File: src/sv/tpu_pkg.sv
package tpu_pkg;

    localparam int CHAN_W = 6;
    localparam int ROWS_W = 9;

    // note kinds
    localparam logic [2:0] NK_ABSENT  = 3'd0;
    localparam logic [2:0] NK_PITCHED = 3'd1;
    localparam logic [2:0] NK_EMPTY   = 3'd2;
    localparam logic [2:0] NK_OFF     = 3'd3;
    localparam logic [2:0] NK_CUT     = 3'd4;

    // special note bytes
    localparam logic [7:0] NOTE_EMPTY = 8'd253;
    localparam logic [7:0] NOTE_OFF   = 8'd254;
    localparam logic [7:0] NOTE_CUT   = 8'd255;

    localparam logic [7:0] VOL_MAX = 8'd64;

    // effect codes
    localparam logic [3:0] EC_ABSENT   = 4'd0;
    localparam logic [3:0] EC_UNKNOWN  = 4'd1;
    localparam logic [3:0] EC_SPEED    = 4'd2;
    localparam logic [3:0] EC_JUMP     = 4'd3;
    localparam logic [3:0] EC_BREAK    = 4'd4;
    localparam logic [3:0] EC_VOLSLIDE = 4'd5;
    localparam logic [3:0] EC_DOWN     = 4'd6;
    localparam logic [3:0] EC_UP       = 4'd7;
    localparam logic [3:0] EC_PORTA    = 4'd8;
    localparam logic [3:0] EC_VIBRATO  = 4'd9;
    localparam logic [3:0] EC_ARPEGGIO = 4'd10;
    localparam logic [3:0] EC_VIBVOL   = 4'd11;
    localparam logic [3:0] EC_PORTAVOL = 4'd12;
    localparam logic [3:0] EC_OFFSET   = 4'd13;
    localparam logic [3:0] EC_TEMPO    = 4'd14;

    // command letters, A = 1
    localparam logic [7:0] CMD_A = 8'd1;
    localparam logic [7:0] CMD_B = 8'd2;
    localparam logic [7:0] CMD_C = 8'd3;
    localparam logic [7:0] CMD_D = 8'd4;
    localparam logic [7:0] CMD_E = 8'd5;
    localparam logic [7:0] CMD_F = 8'd6;
    localparam logic [7:0] CMD_G = 8'd7;
    localparam logic [7:0] CMD_H = 8'd8;
    localparam logic [7:0] CMD_J = 8'd10;
    localparam logic [7:0] CMD_K = 8'd11;
    localparam logic [7:0] CMD_L = 8'd12;
    localparam logic [7:0] CMD_O = 8'd15;
    localparam logic [7:0] CMD_T = 8'd20;

    typedef struct packed {
        logic [7:0] data_byte;
        logic       pattern_start;
    } t_in_item;

    typedef struct packed {
        logic [2:0] note_kind;
        logic [3:0] note_semitone;
        logic [4:0] note_octave;
        logic       inst_present;
        logic [7:0] instrument;
        logic       volume_present;
        logic [6:0] volume;
        logic [3:0] effect_code;
        logic [7:0] effect_info;
    } t_entry;

    typedef struct packed {
        logic [CHAN_W-1:0] channel;
        logic [7:0]        row;
        logic [2:0]        note_kind;
        logic [3:0]        note_semitone;
        logic [4:0]        note_octave;
        logic              inst_present;
        logic [7:0]        instrument;
        logic              volume_present;
        logic [6:0]        volume;
        logic [3:0]        effect_code;
        logic [7:0]        effect_info;
    } t_out_item;

    typedef struct packed {
        logic              rd_en;
        logic [CHAN_W-1:0] rd_chan;
        logic              we;
        logic [CHAN_W-1:0] wr_chan;
        logic [7:0]        wr_mask;
        t_entry            wr_entry;
        logic              clear;
    } t_mem_req;

    typedef struct packed {
        logic [7:0] mask;
        t_entry     entry;
    } t_mem_rsp;

    function automatic logic [3:0] cmd_code(logic [7:0] b);
        logic [3:0] c;
        case (b)
            CMD_A:   c = EC_SPEED;
            CMD_B:   c = EC_JUMP;
            CMD_C:   c = EC_BREAK;
            CMD_D:   c = EC_VOLSLIDE;
            CMD_E:   c = EC_DOWN;
            CMD_F:   c = EC_UP;
            CMD_G:   c = EC_PORTA;
            CMD_H:   c = EC_VIBRATO;
            CMD_J:   c = EC_ARPEGGIO;
            CMD_K:   c = EC_VIBVOL;
            CMD_L:   c = EC_PORTAVOL;
            CMD_O:   c = EC_OFFSET;
            CMD_T:   c = EC_TEMPO;
            default: c = EC_UNKNOWN;
        endcase
        return c;
    endfunction

    // b / 12 via reciprocal 171 / 2048, exact for 8-bit b; remainder by back-multiply
    function automatic logic [8:0] note_split(logic [7:0] b);
        logic [15:0] prod;
        logic [4:0]  q;
        logic [7:0]  r;
        prod = 16'(b) * 16'd171;
        q    = prod[15:11];
        r    = b - 8'(8'(q) * 8'd12);
        return {q, r[3:0]};
    endfunction

    function automatic t_out_item make_item(logic [CHAN_W-1:0] chan, logic [7:0] row,
                                            t_entry e);
        t_out_item it;
        it.channel        = chan;
        it.row            = row;
        it.note_kind      = e.note_kind;
        it.note_semitone  = e.note_semitone;
        it.note_octave    = e.note_octave;
        it.inst_present   = e.inst_present;
        it.instrument     = e.instrument;
        it.volume_present = e.volume_present;
        it.volume         = e.volume;
        it.effect_code    = e.effect_code;
        it.effect_info    = e.effect_info;
        return it;
    endfunction

endpackage

File: src/sv/tpu_chmem.sv
module tpu_chmem #(
    parameter int CHANNELS = 64
) (
    input  logic              i_clk,
    input  logic              i_rst_n,
    input  tpu_pkg::t_mem_req i_req,
    output tpu_pkg::t_mem_rsp o_rsp
);

    localparam int AW = (CHANNELS > 1) ? $clog2(CHANNELS) : 1;
    localparam logic [tpu_pkg::CHAN_W:0] NCH = (tpu_pkg::CHAN_W + 1)'(CHANNELS);

    logic [7:0]      r_mask_mem  [CHANNELS];
    tpu_pkg::t_entry r_entry_mem [CHANNELS];
    logic [CHANNELS-1:0] r_valid;

    logic [7:0]      r_rd_mask;
    tpu_pkg::t_entry r_rd_entry;
    logic            r_rd_ok;

    logic          rd_in, wr_in, byp;
    logic [AW-1:0] ra, wa;

    assign rd_in = {1'b0, i_req.rd_chan} < NCH;
    assign wr_in = {1'b0, i_req.wr_chan} < NCH;
    assign ra    = i_req.rd_chan[AW-1:0];
    assign wa    = i_req.wr_chan[AW-1:0];
    // write-first: an entry written in the same cycle it is read
    assign byp   = i_req.we && wr_in && (i_req.wr_chan == i_req.rd_chan);

    always_ff @(posedge i_clk) begin
        if (i_req.we && wr_in) begin
            r_mask_mem[wa]  <= i_req.wr_mask;
            r_entry_mem[wa] <= i_req.wr_entry;
        end
        if (i_req.rd_en) begin
            if (byp) begin
                r_rd_mask  <= i_req.wr_mask;
                r_rd_entry <= i_req.wr_entry;
            end else begin
                r_rd_mask  <= r_mask_mem[ra];
                r_rd_entry <= r_entry_mem[ra];
            end
        end
    end

    // per-channel valid bits stand in for clearing the arrays
    always_ff @(posedge i_clk) begin
        if (!i_rst_n) begin
            r_valid <= '0;
            r_rd_ok <= 1'b0;
        end else begin
            if (i_req.clear) begin
                r_valid <= '0;
            end else if (i_req.we && wr_in) begin
                r_valid[wa] <= 1'b1;
            end
            if (i_req.rd_en) begin
                r_rd_ok <= !i_req.clear && rd_in && (r_valid[ra] || byp);
            end
        end
    end

    assign o_rsp.mask  = r_rd_ok ? r_rd_mask : 8'd0;
    assign o_rsp.entry = r_rd_ok ? r_rd_entry : '0;

endmodule

File: src/sv/tpu_outq.sv
module tpu_outq (
    input  logic               i_clk,
    input  logic               i_rst_n,
    input  logic               i_push,
    input  tpu_pkg::t_out_item i_item,
    output logic               o_room,
    output logic               o_valid,
    input  logic               i_stall,
    output tpu_pkg::t_out_item o_item
);

    tpu_pkg::t_out_item r_slot [2];
    logic       r_wp, r_rp;
    logic [1:0] r_cnt;
    logic       pop;

    assign pop     = (r_cnt != 2'd0) && !i_stall;
    assign o_valid = r_cnt != 2'd0;
    assign o_room  = r_cnt != 2'd2;
    assign o_item  = r_slot[r_rp];

    always_ff @(posedge i_clk) begin
        if (i_push) begin
            r_slot[r_wp] <= i_item;
        end
    end

    always_ff @(posedge i_clk) begin
        if (!i_rst_n) begin
            r_wp  <= 1'b0;
            r_rp  <= 1'b0;
            r_cnt <= 2'd0;
        end else begin
            r_wp <= r_wp ^ i_push;
            r_rp <= r_rp ^ pop;
            case ({i_push, pop})
                2'b10:   r_cnt <= r_cnt + 2'd1;
                2'b01:   r_cnt <= r_cnt - 2'd1;
                default: r_cnt <= r_cnt;
            endcase
        end
    end

endmodule

File: src/sv/tpu_parser.sv
module tpu_parser (
    input  logic                       i_clk,
    input  logic                       i_rst_n,
    input  logic                       i_in_valid,
    input  tpu_pkg::t_in_item          i_in_data,
    input  logic                       i_room,
    input  logic                       i_cfg_valid,
    input  logic [tpu_pkg::ROWS_W-1:0] i_cfg_data,
    output logic                       o_emit,
    output tpu_pkg::t_out_item         o_item,
    output tpu_pkg::t_mem_req          o_req,
    input  tpu_pkg::t_mem_rsp          i_rsp
);

    typedef enum logic [2:0] {
        PH_CHAN, PH_MASK, PH_LOOKUP, PH_NOTE, PH_INST, PH_VOL, PH_COMM, PH_INFO
    } t_phase;

    t_phase                       r_phase, n_phase;
    logic [tpu_pkg::CHAN_W-1:0]   r_chan, n_chan;
    logic [7:0]                   r_mask, n_mask;
    logic [tpu_pkg::ROWS_W-1:0]   r_row, n_row;
    tpu_pkg::t_entry              r_pend, n_pend;
    logic [tpu_pkg::ROWS_W-1:0]   r_rows;

    logic            accept;
    logic [7:0]      b;
    logic [8:0]      split;
    logic [7:0]      bcd;
    tpu_pkg::t_entry fin;

    // next data phase after 'from' that the mask selects, PH_CHAN when none is left
    function automatic t_phase next_phase(t_phase from, logic [7:0] m);
        logic f_mask, f_note, f_inst, f_vol;
        f_mask = from == PH_MASK;
        f_note = f_mask || from == PH_NOTE;
        f_inst = f_note || from == PH_INST;
        f_vol  = f_inst || from == PH_VOL;
        if (f_mask && m[0]) return PH_NOTE;
        else if (f_note && m[1]) return PH_INST;
        else if (f_inst && m[2]) return PH_VOL;
        else if (f_vol && m[3]) return PH_COMM;
        else return PH_CHAN;
    endfunction

    function automatic tpu_pkg::t_entry apply_copy(tpu_pkg::t_entry p, logic [7:0] m,
                                                   tpu_pkg::t_entry last);
        tpu_pkg::t_entry e;
        e = p;
        if (m[4]) begin
            e.note_kind     = last.note_kind;
            e.note_semitone = last.note_semitone;
            e.note_octave   = last.note_octave;
        end
        if (m[5]) begin
            e.inst_present = last.inst_present;
            e.instrument   = last.instrument;
        end
        if (m[6]) begin
            e.volume_present = last.volume_present;
            e.volume         = last.volume;
        end
        if (m[7]) begin
            e.effect_code = last.effect_code;
            e.effect_info = last.effect_info;
        end
        return e;
    endfunction

    assign accept = i_in_valid && i_room;
    assign b      = i_in_data.data_byte;
    assign split  = tpu_pkg::note_split(b);
    assign bcd    = 8'({4'd0, b[7:4]} * 8'd10) + {4'd0, b[3:0]};

    always_comb begin
        n_phase = r_phase;
        n_chan  = r_chan;
        n_mask  = r_mask;
        n_row   = r_row;
        n_pend  = r_pend;
        fin     = '0;
        o_emit  = 1'b0;
        o_item  = '0;
        o_req   = '0;

        // mask lookup issued by the previous channel byte resolves first
        if (r_phase == PH_LOOKUP && i_room) begin
            n_mask  = i_rsp.mask;
            n_phase = next_phase(PH_MASK, i_rsp.mask);
            if (n_phase == PH_CHAN) begin
                fin    = apply_copy(r_pend, i_rsp.mask, i_rsp.entry);
                o_emit = 1'b1;
                o_item = tpu_pkg::make_item(r_chan, r_row[7:0], fin);
                n_pend = '0;
            end
        end

        if (accept && i_in_data.pattern_start) begin
            n_phase     = PH_CHAN;
            n_chan      = '0;
            n_mask      = '0;
            n_row       = '0;
            n_pend      = '0;
            o_req.clear = 1'b1;
        end

        if (accept) begin
            case (n_phase)
                PH_CHAN: begin
                    if (n_row < r_rows) begin
                        if (b == 8'd0) begin
                            n_row = n_row + 1'b1;
                        end else begin
                            n_chan        = tpu_pkg::CHAN_W'(b - 8'd1);
                            n_pend        = '0;
                            o_req.rd_en   = 1'b1;
                            o_req.rd_chan = tpu_pkg::CHAN_W'(b - 8'd1);
                            n_phase       = b[7] ? PH_MASK : PH_LOOKUP;
                        end
                    end
                end
                PH_MASK: begin
                    n_mask  = b;
                    n_phase = next_phase(PH_MASK, b);
                end
                PH_NOTE: begin
                    if (b == tpu_pkg::NOTE_EMPTY) begin
                        n_pend.note_kind = tpu_pkg::NK_EMPTY;
                    end else if (b == tpu_pkg::NOTE_OFF) begin
                        n_pend.note_kind = tpu_pkg::NK_OFF;
                    end else if (b == tpu_pkg::NOTE_CUT) begin
                        n_pend.note_kind = tpu_pkg::NK_CUT;
                    end else begin
                        n_pend.note_kind     = tpu_pkg::NK_PITCHED;
                        n_pend.note_octave   = split[8:4];
                        n_pend.note_semitone = split[3:0];
                    end
                    n_phase = next_phase(PH_NOTE, n_mask);
                end
                PH_INST: begin
                    n_pend.inst_present = 1'b1;
                    n_pend.instrument   = b;
                    n_phase = next_phase(PH_INST, n_mask);
                end
                PH_VOL: begin
                    if (b <= tpu_pkg::VOL_MAX) begin
                        n_pend.volume_present = 1'b1;
                        n_pend.volume         = b[6:0];
                    end
                    n_phase = next_phase(PH_VOL, n_mask);
                end
                PH_COMM: begin
                    n_pend.effect_code = tpu_pkg::cmd_code(b);
                    n_phase = PH_INFO;
                end
                PH_INFO: begin
                    n_pend.effect_info = (n_pend.effect_code == tpu_pkg::EC_BREAK) ? bcd : b;
                    n_phase = PH_CHAN;
                end
                default: n_phase = PH_CHAN;
            endcase

            // a data byte or mask byte that leaves nothing selected completes the entry
            if (n_phase == PH_CHAN && r_phase != PH_CHAN && !o_emit
                    && !i_in_data.pattern_start) begin
                fin    = apply_copy(n_pend, n_mask, i_rsp.entry);
                o_emit = 1'b1;
                o_item = tpu_pkg::make_item(n_chan, n_row[7:0], fin);
                n_pend = '0;
            end
        end

        if (o_emit) begin
            o_req.we       = 1'b1;
            o_req.wr_chan  = o_item.channel;
            o_req.wr_mask  = (r_phase == PH_LOOKUP) ? i_rsp.mask : n_mask;
            o_req.wr_entry = fin;
        end
    end

    always_ff @(posedge i_clk) begin
        if (!i_rst_n) begin
            r_phase <= PH_CHAN;
            r_chan  <= '0;
            r_mask  <= '0;
            r_row   <= '0;
            r_pend  <= '0;
            r_rows  <= tpu_pkg::ROWS_W'(64);
        end else begin
            r_phase <= n_phase;
            r_chan  <= n_chan;
            r_mask  <= n_mask;
            r_row   <= n_row;
            r_pend  <= n_pend;
            if (i_cfg_valid) begin
                r_rows <= i_cfg_data;
            end
        end
    end

`ifndef SYNTHESIS
    a_emit_room: assert property (@(posedge i_clk) disable iff (!i_rst_n)
        o_emit |-> i_room)
        else $error("entry emitted with output queue full");

    a_lookup_read: assert property (@(posedge i_clk) disable iff (!i_rst_n)
        (r_phase == PH_LOOKUP && $past(r_phase) != PH_LOOKUP) |-> $past(o_req.rd_en))
        else $error("mask lookup without a memory read");

    a_info_code: assert property (@(posedge i_clk) disable iff (!i_rst_n)
        (r_phase == PH_INFO) |-> (r_pend.effect_code != tpu_pkg::EC_ABSENT))
        else $error("info phase without a command");
`endif

endmodule

File: src/sv/tracker_pattern_unpacker.sv
// channel   dir  handshake              payload
// in        in   i_in_valid/o_in_stall  i_in_data  (data_byte, pattern_start)
// out       out  o_out_valid/i_out_stall o_out_data (decoded entry)
// cfg       in   i_cfg_valid/o_cfg_ready i_cfg_data (rows_in_pattern)
//
// One byte per cycle while the output queue has room. A completed entry is pushed into
// the registered output queue; a reused mask is read from the channel memory into
// its registered output and resolved together with the next byte, overlapping it.
// Input stalls only while the two-entry output queue is full.
// Reset and pattern_start clear the channel memories at once through valid bits.
module tracker_pattern_unpacker #(
    parameter int CHANNELS = 64
) (
    input  logic                       i_clk,
    input  logic                       i_rst_n,
    input  logic                       i_in_valid,
    output logic                       o_in_stall,
    input  tpu_pkg::t_in_item          i_in_data,
    output logic                       o_out_valid,
    input  logic                       i_out_stall,
    output tpu_pkg::t_out_item         o_out_data,
    input  logic                       i_cfg_valid,
    output logic                       o_cfg_ready,
    input  logic [tpu_pkg::ROWS_W-1:0] i_cfg_data
);

    logic               room, emit;
    tpu_pkg::t_out_item item;
    tpu_pkg::t_mem_req  req;
    tpu_pkg::t_mem_rsp  rsp;

    assign o_in_stall  = !room;
    assign o_cfg_ready = 1'b1;

    tpu_parser u_parser (
        .i_clk      (i_clk),
        .i_rst_n    (i_rst_n),
        .i_in_valid (i_in_valid),
        .i_in_data  (i_in_data),
        .i_room     (room),
        .i_cfg_valid(i_cfg_valid),
        .i_cfg_data (i_cfg_data),
        .o_emit     (emit),
        .o_item     (item),
        .o_req      (req),
        .i_rsp      (rsp)
    );

    tpu_chmem #(
        .CHANNELS(CHANNELS)
    ) u_chmem (
        .i_clk  (i_clk),
        .i_rst_n(i_rst_n),
        .i_req  (req),
        .o_rsp  (rsp)
    );

    tpu_outq u_outq (
        .i_clk  (i_clk),
        .i_rst_n(i_rst_n),
        .i_push (emit),
        .i_item (item),
        .o_room (room),
        .o_valid(o_out_valid),
        .i_stall(i_out_stall),
        .o_item (o_out_data)
    );

endmodule
File: config.mk
export PLATFORM = sky130hd
export DESIGN_NAME = tracker_pattern_unpacker
export DESIGN_NICKNAME = d
export VERILOG_FILES = /design/src/sv/tpu_pkg.sv /design/src/sv/tpu_chmem.sv /design/src/sv/tpu_outq.sv /design/src/sv/tpu_parser.sv /design/src/sv/tracker_pattern_unpacker.sv
export SDC_FILE = /design/constraint.sdc
export NUM_CORES = 2
export LEC_CHECK = 0
export BUFFER_PORTS_ARGS = -buffer_cell sky130_fd_sc_hd__clkbuf_2
export CAP_MARGIN = 20
export CORE_UTILIZATION = 40
export CTS_CLUSTER_SIZE = 28
export DETAILED_ROUTE_END_ITERATION = 8
export PLACE_DENSITY = 0.53
export SYNTH_ARGS = -nofsm -noshare
export SYNTH_HDL_FRONTEND = slang
export SYNTH_SLANG_ARGS = --single-unit
File: constraint.sdc
create_clock -name i_clk -period 12.8 [get_ports i_clk]
set_input_delay 3.2 -clock i_clk [delete_from_list [all_inputs] [get_ports i_clk]]
set_output_delay 3.2 -clock i_clk [all_outputs]
set_load 0.01 [all_outputs]
==> flow_metrics.py <==
metrics = {
    "sta": {
        "slew_headroom_pct": 14.1,
        "fmax_mhz": 98.7,
        "clock_skew_ns": 0.0684,
        "fin_tns_setup_ns": 0,
        "tightestPinTransition_ns": 1.29,
        "fin_crit_sh_pct": 79.2,
        "drv_slew": 0,
        "min_period_ns": 10.14,
        "rsz0062_at_grt": "false",
        "hold_viol": 0,
        "setup_viol": 0,
    },
    "critical_path": {
        "endpoint_kind": "flop",
        "path_class": "in2reg",
        "cpPeakStageDelay_ns": 1.02,
        "r2r_cells": 14,
        "crit_buf_inv": 2,
        "critical-path-top-delay-family": "simple AND/OR/NAND/NOR gates",
        "slowest_stage": "nor2_4",
        "path_cells": "clkbuf_2, and2_0, nand2_1, and2_1, ha_1, and4_1, o211ai_1, o31ai_4, a2111oi_4, nor4b_1, nand2_4, a21oi_1, nand3b_1, nor2_4, buf_4",
        "startpoint_type": "input pin",
        "rr_endpoint": "u_chmem.r_entry_mem[48][37]$_DFFE_PP_",
        "required_ns": 13.45,
        "r2r-start": "u_outq.r_cnt[0]$_SDFFE_PN0P_",
        "rrSetupSlack_ns": 4.68,
        "cp.arrival_ns": 10.78,
        "crit_path_max_fanout": 33,
    },
    "clock_network": {
        "cts_tree": "yes",
        "clk_pin_slew_ns": 0.06,
        "cts_buffers": 354,
        "post_cts_buffers": 0,
        "numClockSinks": 3441,
        "cts_resized": 0,
        "insertion_delay_ns": 0.98,
        "clockRootBuffer": "clkbuf_16",
        "clk_path_buf_depth": 4,
        "hold_buffers": 0,
        "htreeDepth": 5,
    },
    "logic_synthesis": {
        "synth_xor_area_share_pct": 0.193,
        "synth_top_family_by_area": "compound AO/OA/AOI/OAI gates",
        "synthAdderAreaFrac_pct": 0.906,
        "syn_avg_cell_area_sq_um": 14.9,
        "synth.distinct_cells": 101,
        "async_flop_share_pct": 0,
        "yosysSeqAreaShare_pct": 74.4,
        "synth_most_common_cell": "edfxtp_1",
        "synthMuxAreaShare_pct": 3.58,
        "ys.flop_type": "edfxtp_1",
        "ys_ff_latch": 3441,
        "yosys.area_share.simple_pct": 6.86,
        "syn_inst": 9199,
        "yosys-top-cells-count": "edfxtp_1 (3295), nand2_1 (1009), o22ai_1 (737), mux2i_1 (382), nor2_1 (367)",
        "yosysTopAreaCell": "edfxtp_1",
        "synth_top_area_share_pct": 72.2,
        "syn_nets": 9312,
        "synth-compound-area-share_pct": 11.6,
        "synth_edf_count": 3295,
        "synth_area_leaders": "edfxtp_1 (72%), o22ai_1 (3.4%), mux2i_1 (2.8%)",
        "syn_area_sq_mm": 0.137,
        "yosysWarnings": 0,
    },
    "power_and_ir_drop": {
        "ir_worst_vdd_uv": 115,
        "power_density_mw_per_mm2": 176,
        "leakagePower_nw": 47.2,
        "power_mw": 27.7,
    },
    "routing": {
        "drc": 0,
        "drt_pass1_iterations": 9,
        "routed_wl_microns": 555000,
        "wl_per_cell_microns": 38.8,
        "via_per_inst": 6.59,
        "postRouteAntennaNets": 0,
        "vias": 94500,
        "drtIter0Drc": 16400,
    },
    "final_layout": {
        "utilization_pct": 46.4,
        "instances_no_fill": 14300,
        "drive_gt1_share_pct": 14.1,
        "area_delta_synth_final_pct": 15.2,
        "nNetsFinal": 9579,
    },
    "placed_design": {
        "gp_congestion": 0.927,
        "hpwlAfterDp_microns": 333000,
        "placed_cells": 13600,
        "numPortBuffers": 79,
    },
    "flow_run": {
        "maxCapViolations": 0,
    },
    "hold_path": {
        "min_from": "u_chmem.r_valid[59]$_SDFFE_PP0P_",
        "hp-class": "reg2reg",
        "hold_depth": 1,
        "hold_path_end": "u_chmem.r_valid[59]$_SDFFE_PP0P_",
    },
    "global_route": {
        "antenna_found_initial": 58,
        "grt_max_degree": 124,
        "grt_overflow_total": 0,
        "track_usage_pct": 31.2,
        "grt_pass1_wl_microns": 748000,
        "grt_pass1_vias": 87400,
    },
    "floorplanning": {
        "die_height_microns": 587,
        "dieArea_sq_mm": 0.345,
        "fp.dieW_microns": 587,
        "ios": 81,
        "initial_core_util_pct": 40.2,
        "core_sq_mm": 0.340,
        "rows": 214,
    },
    "run_status": {
        "status": "completed",
    },
}
[routing by layer]
layer	vias to the layer above	track usage [%]	part of all wire (%)	wire [microns]
met5	-	0.512	0.14	782
met4	36	14.1	5.0	27700
met3	1262	8.82	13	72300
met2	7081	46.4	44	243000
met1	48800	42.5	38	211000
li1	37300	-	-	-
[flip-flops by register name, summed over array words and instances, names as in the netlist, 2 cells and up, named ones only]
name	flops
u_parser.r_row	9
u_parser.r_mask	8
u_chmem.r_entry_mem	2624
u_chmem.r_mask_mem	512
u_outq.r_slot	110
u_parser.r_phase	3
u_parser.r_chan	6
u_parser.r_rows	9
u_outq.r_cnt	2
u_chmem.r_rd_mask	8
u_parser.r_pend	41
u_chmem.r_valid	64
u_chmem.r_rd_entry	41
[cell families (layout without fill, tap and decap cells)]
group                      count (synthesis)  after routing
DFF                                     3441           3441
AOI/OAI and AO/OA                       2315           2315
and+or+nand+nor                         2128           2128
buffers and inverters                    731           1293
muxes                                    465            465
adders and majority gates                 91             91
xor gates and xnor gates                  27             27
other                                      1             30
[cell type report]
class                           count  area (sq um)
Antenna cell                       29          72.6
Clock buffer                      425          9230
Clock inverter                    226          2520
Fill cell                       29600        182000
Inverter                           78           293
Multi-Input combinational cell   5027         33300
Sequential cell                  3441        102000
Tap cell                         4536          5680
Timing Repair Buffer              564          4870
[through the flow]
stage / setup WS (ns) / hold slack (ns) / instance area (sq um)
finish: 2.66 / 0.462 / 158000
global route: 2.49 / 0.478 / 158000
CTS: 2.97 / 0.465 / 158000
detailed placement: 1.93 / 0.450 / 146000
global placement: 2.06 / 0.442 / 146000
floorplan: 0.835 / 0.433 / 137000
[power breakdown]
part | internal, mW | switching [mW] | leakage (nW)
clock | 6.07 | 4.57 | 5.71
combinational | 1.15 | 3.38 | 14.3
sequential | 12.4 | 0.146 | 27.2
[worst register-to-register path, cell delays in order, from the launching register on]
cell and delay (ns):
dfxtp_1 0.39, nand2b_1 0.50, nand2_1 0.47, and2_1 0.32
ha_1 0.32, and4_1 0.60, o211ai_1 0.31, o31ai_4 0.59
a2111oi_4 0.13, nor4b_1 0.63, nand2_4 0.51, a21oi_1 0.81
nand3b_1 0.79, nor2_4 1.02, buf_4 0.40
[worst max path at each step]
| stage | start | endpoint | slack [ns] | depth (start not counted) |
|---|---|---|---|---|
| finish | i_in_data[0] | u_chmem.r_entry_mem[48][37]$_DFFE_PP_ | 2.66 | 15 |
| global route | i_in_data[0] | u_chmem.r_entry_mem[48][23]$_DFFE_PP_ | 2.49 | 15 |
| CTS | i_in_data[0] | u_chmem.r_entry_mem[30][16]$_DFFE_PP_ | 2.97 | 19 |
| detailed placement | i_in_data[0] | u_chmem.r_entry_mem[30][16]$_DFFE_PP_ | 1.93 | 19 |
| global placement | i_in_data[0] | u_chmem.r_entry_mem[30][16]$_DFFE_PP_ | 2.06 | 19 |
| floorplan | i_in_data[0] | u_chmem.r_entry_mem[0][33]$_DFFE_PP_ | 0.83 | 17 |
[cells in the final DEF (no fill, tap or decap), types with 132 or more instances in the layout]
cell type,n
a21oi_1,291
a22oi_1,132
a31oi_1,164
buf_4,418
clkbuf_16,356
dfxtp_1,144
edfxtp_1,3295
mux2i_1,382
nand2_1,999
nand3_1,353
nor2_1,285
o21ai_0,188
o221ai_1,244
o22ai_1,708
(Power assumes the default switching activity.)
